==> src/design/assert_macros.svh <==
// assertion helpers used by the key_value_table top level
`ifndef ASSERT_MACROS_SVH
`define ASSERT_MACROS_SVH

// same-cycle implication, held off during reset
`define KVT_ASSERT_NOW(label, clk, rst_n, ante, cons, msg) \
	label: assert property (@(posedge clk) disable iff (!rst_n) (ante) |-> (cons)) \
		else $error(msg);

// next-cycle implication, held off during reset
`define KVT_ASSERT_NEXT(label, clk, rst_n, ante, cons, msg) \
	label: assert property (@(posedge clk) disable iff (!rst_n) (ante) |=> (cons)) \
		else $error(msg);

`endif

==> src/design/kvt_pkg.sv <==
// ----------------------------------------------------------------------------
// kvt_pkg
// Types and constants shared by the key-value table controller and datapath.
// ----------------------------------------------------------------------------
`timescale 1ns / 1ps

package kvt_pkg;

	localparam int CAPACITY   = 16;
	localparam int KEY_BITS   = 64;
	localparam int VALUE_BITS = 64;
	localparam int SLOT_BITS  = $clog2(CAPACITY);

	localparam int KEY_FIELD_BITS   = 64;
	localparam int VALUE_FIELD_BITS = 64;

	typedef enum logic [1:0] {
		CMD_INSERT = 2'd0,
		CMD_UPDATE = 2'd1,
		CMD_DELETE = 2'd2,
		CMD_FIND   = 2'd3
	} cmd_t;

	typedef enum logic [1:0] {
		ST_OK     = 2'd0,
		ST_EXISTS = 2'd1,
		ST_FULL   = 2'd2
	} status_t;

	typedef enum logic {
		S_IDLE = 1'b0,
		S_EXEC = 1'b1
	} state_t;

	typedef struct packed {
		cmd_t                        command;
		logic [KEY_FIELD_BITS-1:0]   key;
		logic [VALUE_FIELD_BITS-1:0] value_in;
	} req_t;

	typedef struct packed {
		logic                        found;
		logic [VALUE_FIELD_BITS-1:0] value_out;
		status_t                     status;
	} rsp_t;

	// controller to datapath
	typedef struct packed {
		logic load;
		logic exec;
	} ctrl_t;

endpackage

==> src/design/kvt_ctrl.sv <==
// ----------------------------------------------------------------------------
// kvt_ctrl
// Sequencer: captures a request, then runs the lookup and write-back state.
// ----------------------------------------------------------------------------
`timescale 1ns / 1ps

module kvt_ctrl (
	input  logic          clk,
	input  logic          arst_n,
	input  logic          start,
	output logic          busy,
	output logic          done,
	output kvt_pkg::ctrl_t ctrl
);
	import kvt_pkg::*;

	state_t state_q;
	state_t state_nxt;
	logic   done_q;

	always_ff @(posedge clk or negedge arst_n) begin
		if (!arst_n) begin
			state_q <= S_IDLE;
			done_q  <= 1'b0;
		end else begin
			state_q <= state_nxt;
			done_q  <= ctrl.exec;
		end
	end

	always_comb begin
		state_nxt = state_q;
		ctrl      = '0;
		busy      = 1'b0;
		unique case (state_q)
			S_IDLE: begin
				if (start) begin
					ctrl.load = 1'b1;
					state_nxt = S_EXEC;
				end
			end
			S_EXEC: begin
				busy      = 1'b1;
				ctrl.exec = 1'b1;
				state_nxt = S_IDLE;
			end
			default: begin
				state_nxt = S_IDLE;
			end
		endcase
	end

	assign done = done_q;

endmodule

==> src/design/kvt_datapath.sv <==
// ----------------------------------------------------------------------------
// kvt_datapath
// Slot storage with parallel key match, free-slot pick and result register.
// ----------------------------------------------------------------------------
`timescale 1ns / 1ps

module kvt_datapath (
	input  logic           clk,
	input  logic           arst_n,
	input  kvt_pkg::ctrl_t ctrl,
	input  kvt_pkg::req_t  req,
	output kvt_pkg::rsp_t  rsp
);
	import kvt_pkg::*;

	req_t                  req_q;
	rsp_t                  rsp_q;
	logic [CAPACITY-1:0]   valid_q;
	logic [KEY_BITS-1:0]   key_q [CAPACITY];
	logic [VALUE_BITS-1:0] val_q [CAPACITY];

	logic [KEY_BITS-1:0]   key_c;
	logic [VALUE_BITS-1:0] val_c;
	logic                  hit;
	logic [SLOT_BITS-1:0]  hit_idx;
	logic                  has_free;
	logic [SLOT_BITS-1:0]  free_idx;
	logic [VALUE_BITS-1:0] hit_val;
	logic                  is_write;
	rsp_t                  rsp_c;

	assign key_c    = req_q.key[KEY_BITS-1:0];
	assign val_c    = req_q.value_in[VALUE_BITS-1:0];
	assign is_write = (req_q.command == CMD_INSERT) || (req_q.command == CMD_UPDATE);

	// associative match and lowest free slot, downward scan so the lowest wins
	always_comb begin
		hit      = 1'b0;
		hit_idx  = '0;
		has_free = 1'b0;
		free_idx = '0;
		for (int i = CAPACITY - 1; i >= 0; i--) begin
			if (valid_q[i] && key_q[i] == key_c) begin
				hit     = 1'b1;
				hit_idx = SLOT_BITS'(i);
			end
			if (!valid_q[i]) begin
				has_free = 1'b1;
				free_idx = SLOT_BITS'(i);
			end
		end
	end

	assign hit_val = val_q[hit_idx];

	always_comb begin
		rsp_c.found     = hit;
		rsp_c.value_out = '0;
		rsp_c.status    = ST_OK;
		case (req_q.command)
			CMD_INSERT, CMD_UPDATE: begin
				if (hit) begin
					if (req_q.command == CMD_INSERT) begin
						rsp_c.status = ST_EXISTS;
					end
				end else if (!has_free) begin
					rsp_c.status = ST_FULL;
				end
			end
			CMD_DELETE, CMD_FIND: begin
				if (hit) begin
					rsp_c.value_out = VALUE_FIELD_BITS'(hit_val);
				end
			end
			default: begin
				rsp_c.status = ST_OK;
			end
		endcase
	end

	always_ff @(posedge clk) begin
		if (ctrl.load) begin
			req_q <= req;
		end
		if (ctrl.exec) begin
			rsp_q <= rsp_c;
		end
	end

	always_ff @(posedge clk or negedge arst_n) begin
		if (!arst_n) begin
			valid_q <= '0;
		end else if (ctrl.exec) begin
			if (is_write && !hit && has_free) begin
				valid_q[free_idx] <= 1'b1;
			end else if (req_q.command == CMD_DELETE && hit) begin
				valid_q[hit_idx] <= 1'b0;
			end
		end
	end

	// key and value storage
	always_ff @(posedge clk) begin
		if (ctrl.exec && is_write) begin
			if (hit) begin
				if (req_q.command == CMD_UPDATE) begin
					val_q[hit_idx] <= val_c;
				end
			end else if (has_free) begin
				key_q[free_idx] <= key_c;
				val_q[free_idx] <= val_c;
			end
		end
	end

	assign rsp = rsp_q;

endmodule

==> src/design/key_value_table.sv <==
// ----------------------------------------------------------------------------
// key_value_table
// Bounded key-value table with associative key match over all slots.
// ----------------------------------------------------------------------------
// Usage:
//   A request (command, key, value_in) is taken on a rising edge where start
//   is high and busy is low. Commands are insert, update-or-insert, delete
//   and find.
//   The cycle after the transfer, busy is high while every slot's key is
//   compared at once and the matched or lowest free slot is written back.
//   The next cycle done is high for exactly one cycle with found, value_out
//   and status; busy is low again then, so a new request may already be
//   taken in that cycle.
//   A new request is not taken while busy is high, during the compare and
//   write-back; done and the result are registered at the end of it.
//   The receiver cannot stall; each result is valid only while done is high.
//   Reset (arst_n low) empties the table at once and returns to idle; no
//   clearing pass is needed.
// ----------------------------------------------------------------------------
`timescale 1ns / 1ps
`include "assert_macros.svh"

module key_value_table (
	input  logic          clk,
	input  logic          arst_n,
	input  logic          start,
	input  kvt_pkg::req_t req,
	output logic          busy,
	output logic          done,
	output kvt_pkg::rsp_t rsp
);
	import kvt_pkg::*;

	ctrl_t ctrl;

	kvt_ctrl u_ctrl (
		.clk    (clk),
		.arst_n (arst_n),
		.start  (start),
		.busy   (busy),
		.done   (done),
		.ctrl   (ctrl)
	);

	kvt_datapath u_datapath (
		.clk    (clk),
		.arst_n (arst_n),
		.ctrl   (ctrl),
		.req    (req),
		.rsp    (rsp)
	);

	`KVT_ASSERT_NEXT(a_accept_busy, clk, arst_n, start && !busy, busy && !done, "transfer must lead to busy")
	`KVT_ASSERT_NEXT(a_busy_done, clk, arst_n, busy, done && !busy, "busy cycle must end with done")
	`KVT_ASSERT_NOW(a_exists_found, clk, arst_n, done && rsp.status == ST_EXISTS, rsp.found && rsp.value_out == '0, "exists without hit")
	`KVT_ASSERT_NOW(a_full_miss, clk, arst_n, done && rsp.status == ST_FULL, !rsp.found && rsp.value_out == '0, "full with hit")

endmodule

==> config.mk <==
export PLATFORM = sky130hd
export DESIGN_NAME = key_value_table
export DESIGN_NICKNAME = d
export VERILOG_FILES = /design/src/design/kvt_pkg.sv /design/src/design/kvt_ctrl.sv /design/src/design/kvt_datapath.sv /design/src/design/key_value_table.sv
export VERILOG_INCLUDE_DIRS = /design/src /design/src/design
export SDC_FILE = /design/constraint.sdc
export NUM_CORES = 2
export LEC_CHECK = 0
export BUFFER_PORTS_ARGS = -buffer_cell sky130_fd_sc_hd__buf_2
export CORE_MARGIN = 2
export CORE_UTILIZATION = 35
export CTS_CLUSTER_SIZE = 28
export DETAILED_ROUTE_END_ITERATION = 8
export PLACE_DENSITY = 0.5
export SYNTH_ARGS = -nofsm -noshare
export SYNTH_HDL_FRONTEND = slang
export SYNTH_HIERARCHICAL = 1
export SYNTH_SLANG_ARGS = --single-unit
==> constraint.sdc <==
create_clock -name clk -period 10.1 [get_ports clk]
set_input_delay 2.02 -clock clk [delete_from_list [all_inputs] [get_ports clk]]
set_output_delay 2.02 -clock clk [all_outputs]
set_load 0.01 [all_outputs]
==> impl_metrics.toml <==
[worst_setup_path]
cpPeakStageDelay_ns = 0.80
startpoint_type = "flop"
crit_fanout = 93
critical_path.top_delay_family = "simple AND/OR/NAND/NOR gates"
path_cells = "buf_4, nor2b_1, nor4_1, nand4_1, nor4_1, a2bb2o_1, a311oi_1, o311ai_1, a31o_1, and2_4, buf_12, buf_4, mux2_1, o2bb2ai_1, o31a_1"
crit_required_ns = 10.71
worst-endpoint-arrival_ns = 7.94
timing.critical_path.to_type = "flop"
path_class = "flop to flop"
critical_path_buffers_and_inverters = 3
cpMaxStageDelayCell = "nor4_1"

[layout]
fin_area_sq_mm = 0.112
fin_nets = 6838
filler_cell_count = 25300
drive_above_1_share_pct = 12.4
layout_common_cells = "2245 x edfxtp_1, 614 x xnor2_1, 436 x mux2i_1"
most_common_library_cell_in_the_layout_ignoring_fill_and_taps = "edfxtp_1"
non_filler_instance_count_after_layout = 10600
area_growth_pct = 14.7

[sta]
unrepaired_setup_endpoints_after_global_routing = "no"
finalClockSkew_ns = 0.0895
max_freq_mhz = 136
max_transition_viols_final = 0
final.min_clock_period_ns = 7.33
worst_pin_slew_ns = 1.42
hold_viol_final = 0
timing.final.setup_violations = 0
finalCritPeriodShare_pct = 72.6
setup_tns_ns = 0
timing.slew.headroom_pct = 4.48

[synth]
largest_cells_by_area_after_synthesis = "edfxtp_1 69%, xnor2_1 5.5%, mux2i_1 4.5%"
post-synth-top-area-cell = "edfxtp_1"
synthesis.area_per_instance_sq_um = 15.3
postSynthRegisterBits = 2263
synth.lib_cells_used.distinct = 86
synth_async_sr_flop_share_pct = 0.795
synth_top_flop_cell = "edfxtp_1"
synth_warnings = 6
synth_edf_count = 2245
synth_largest_type_area_fraction_pct = 69.3
post_synth_instance_area_sq_mm = 0.0973
sequential_share_of_the_synthesized_area_pct = 69.8
synthesized_netlist_cell_count = 6357
synthesis.nets = 6490

[placement]
dpl.cell_count = 10100
dpl-instance-area_sq_mm = 0.103
port_buf_inserts = 201
dpl.hpwl_mm = 197
gp_congestion = 0.895

[power]
static-leakage-power_nw = 34.5
power-per-cell-area_mw_per_mm2 = 189
worst_ir_drop_vdd_v = 0.000118

[detailed_routing]
detail_route.vias_per_cell = 5.60
antenna_violating_nets_post_route = 0
detailedRoute.firstIterationViolations = 6551
drt_pre_antenna_iters = 6
drc_markers = 0
routed_wire_length_mm = 323
vias = 59400
route.detailed.wl_per_inst_um = 30.4

[min_path]
hold_path.class = "flop to flop"

[die]
coreArea_sq_mm = 0.276
die-area_sq_mm = 0.282
fp.dieH_um = 531
io-pin-count = 202
start_util_pct = 35.2
fp-row-count = 193
die_width_um = 531

[status]
run_status = "complete, no violations"

[global_routing]
number_of_global_route_vias_before_repair = 58000
globalRouteTotalUtil_pct = 22.4
first_pass_grt_wire_length_mm = 450
antenna_found_initial = 23
grt_start_max_net_pins = 127
global_route.overflow_total = 0

[clock_tree]
clk_latency_ns = 0.91
cts_root_buf = "clkbuf_16"
cts.clk_slew.worst_paths_ns = 0.06
clock_sinks = 2263
post_cts_buffers = 0
cts_tree = "done"
numCtsBuffers = 262
post_cts_hold_buffer_count = 0
postcts_resize_cnt = 0
ctsHtreeMaxLevel = 5
clock_path_buffers = 4

[job]
drv.max_cap_violation_count = 0
==> layer usage <==
layer / vias to the layer above / global-route usage [%] / wire length (um)
met5: - / 0 / 0
met1: 31100 / 31.8 / 144000
met2: 2357 / 36.0 / 150000
met4: 0 / 6.72 / 10100
li1: 25500 / - / -
met3: 457 / 2.53 / 19200
==> cell type report <==
class	count	area [sq um]	share of cell area, %
antenna	6	15.0	0.0135
clock buffer	347	7020	6.30
clock inverter	115	1230	1.11
inverter	102	383	0.343
multi-input combinational	3681	27600	24.7
sequential	2263	67900	60.8
tap	3705	4640	4.16
timing repair buffer	395	2800	2.51
==> sequential cells by signal (all words and copies together), names as in the netlist <==
register	cells
u_datapath/key_c	64
u_datapath/rsp	67
u_datapath/key_q	1024
u_datapath/val_c	64
u_ctrl/done	1
u_ctrl/state_q	1
u_datapath/valid_q	16
u_datapath/req_q	2
u_datapath/val_q	1024
==> report_power, final <==
part           switching [mW]  internal, mW
Clock                    3.94          5.33
Combinational           0.787         0.301
Sequential              0.190          10.5
==> cell usage after synthesis (all sizes together) (82+ instances only) <==
library cell and instances:
nand2 410, nand4 330, nor2b 100, o22ai 82
clkbuf 94, mux2i 436, buf 217, nand2b 293
nor4 165, edfxtp 2245, nor2 108, a221o 122
inv 101, xnor2 614, xor2 180
==> through the flow <==
| stage | setup slack [ns] | total power [mW] | util (%) | hold slack (ns) |
|---|---|---|---|---|
| 2_1_floorplan | 1.65 | 11.4 | - | 0.506 |
| 3_3_place_gp | 2.94 | 12.0 | 37.4 | 0.493 |
| 3_5_place_dp | 2.91 | 12.0 | 37.4 | 0.509 |
| 4_1_cts | 2.86 | 21.3 | 40.3 | 0.522 |
| 5_1_grt | 2.53 | 21.7 | 40.3 | 0.547 |
| 6_report | 2.77 | 21.1 | 40.3 | 0.519 |
==> cell families after synthesis <==
kind of cell,count (synthesis),share of synthesized area [%]
simple gates,1705,9.79
buf+inv,413,2.23
compound gates,672,5.71
mux,510,5.36
xor+xnor,794,7.15
flops,2263,69.8
==> worst paths after layout <==
kind	startpoint	to	slack, ns	cells past startpoint
max	u_datapath/key_c[53]$_DFFE_PP_	u_datapath/rsp[29]$_SDFFCE_PN0P_	2.77	15
min	u_datapath/key_c[15]$_DFFE_PP_	u_datapath/key_q[8][15]$_DFFE_PP_	0.52	0
max reg2reg	u_datapath/key_c[53]$_DFFE_PP_	u_datapath/rsp[29]$_SDFFCE_PN0P_	2.77	15
min reg2reg	u_datapath/key_c[15]$_DFFE_PP_	u_datapath/key_q[8][15]$_DFFE_PP_	0.52	0
max in group asynchronous	arst_n	u_ctrl/state_q$_DFF_PN0_	8.40	1
min in group asynchronous	arst_n	u_datapath/valid_q[9]$_DFFE_PN0P_	1.15	1
No activity file was read; power rests on OpenSTA's default activity.
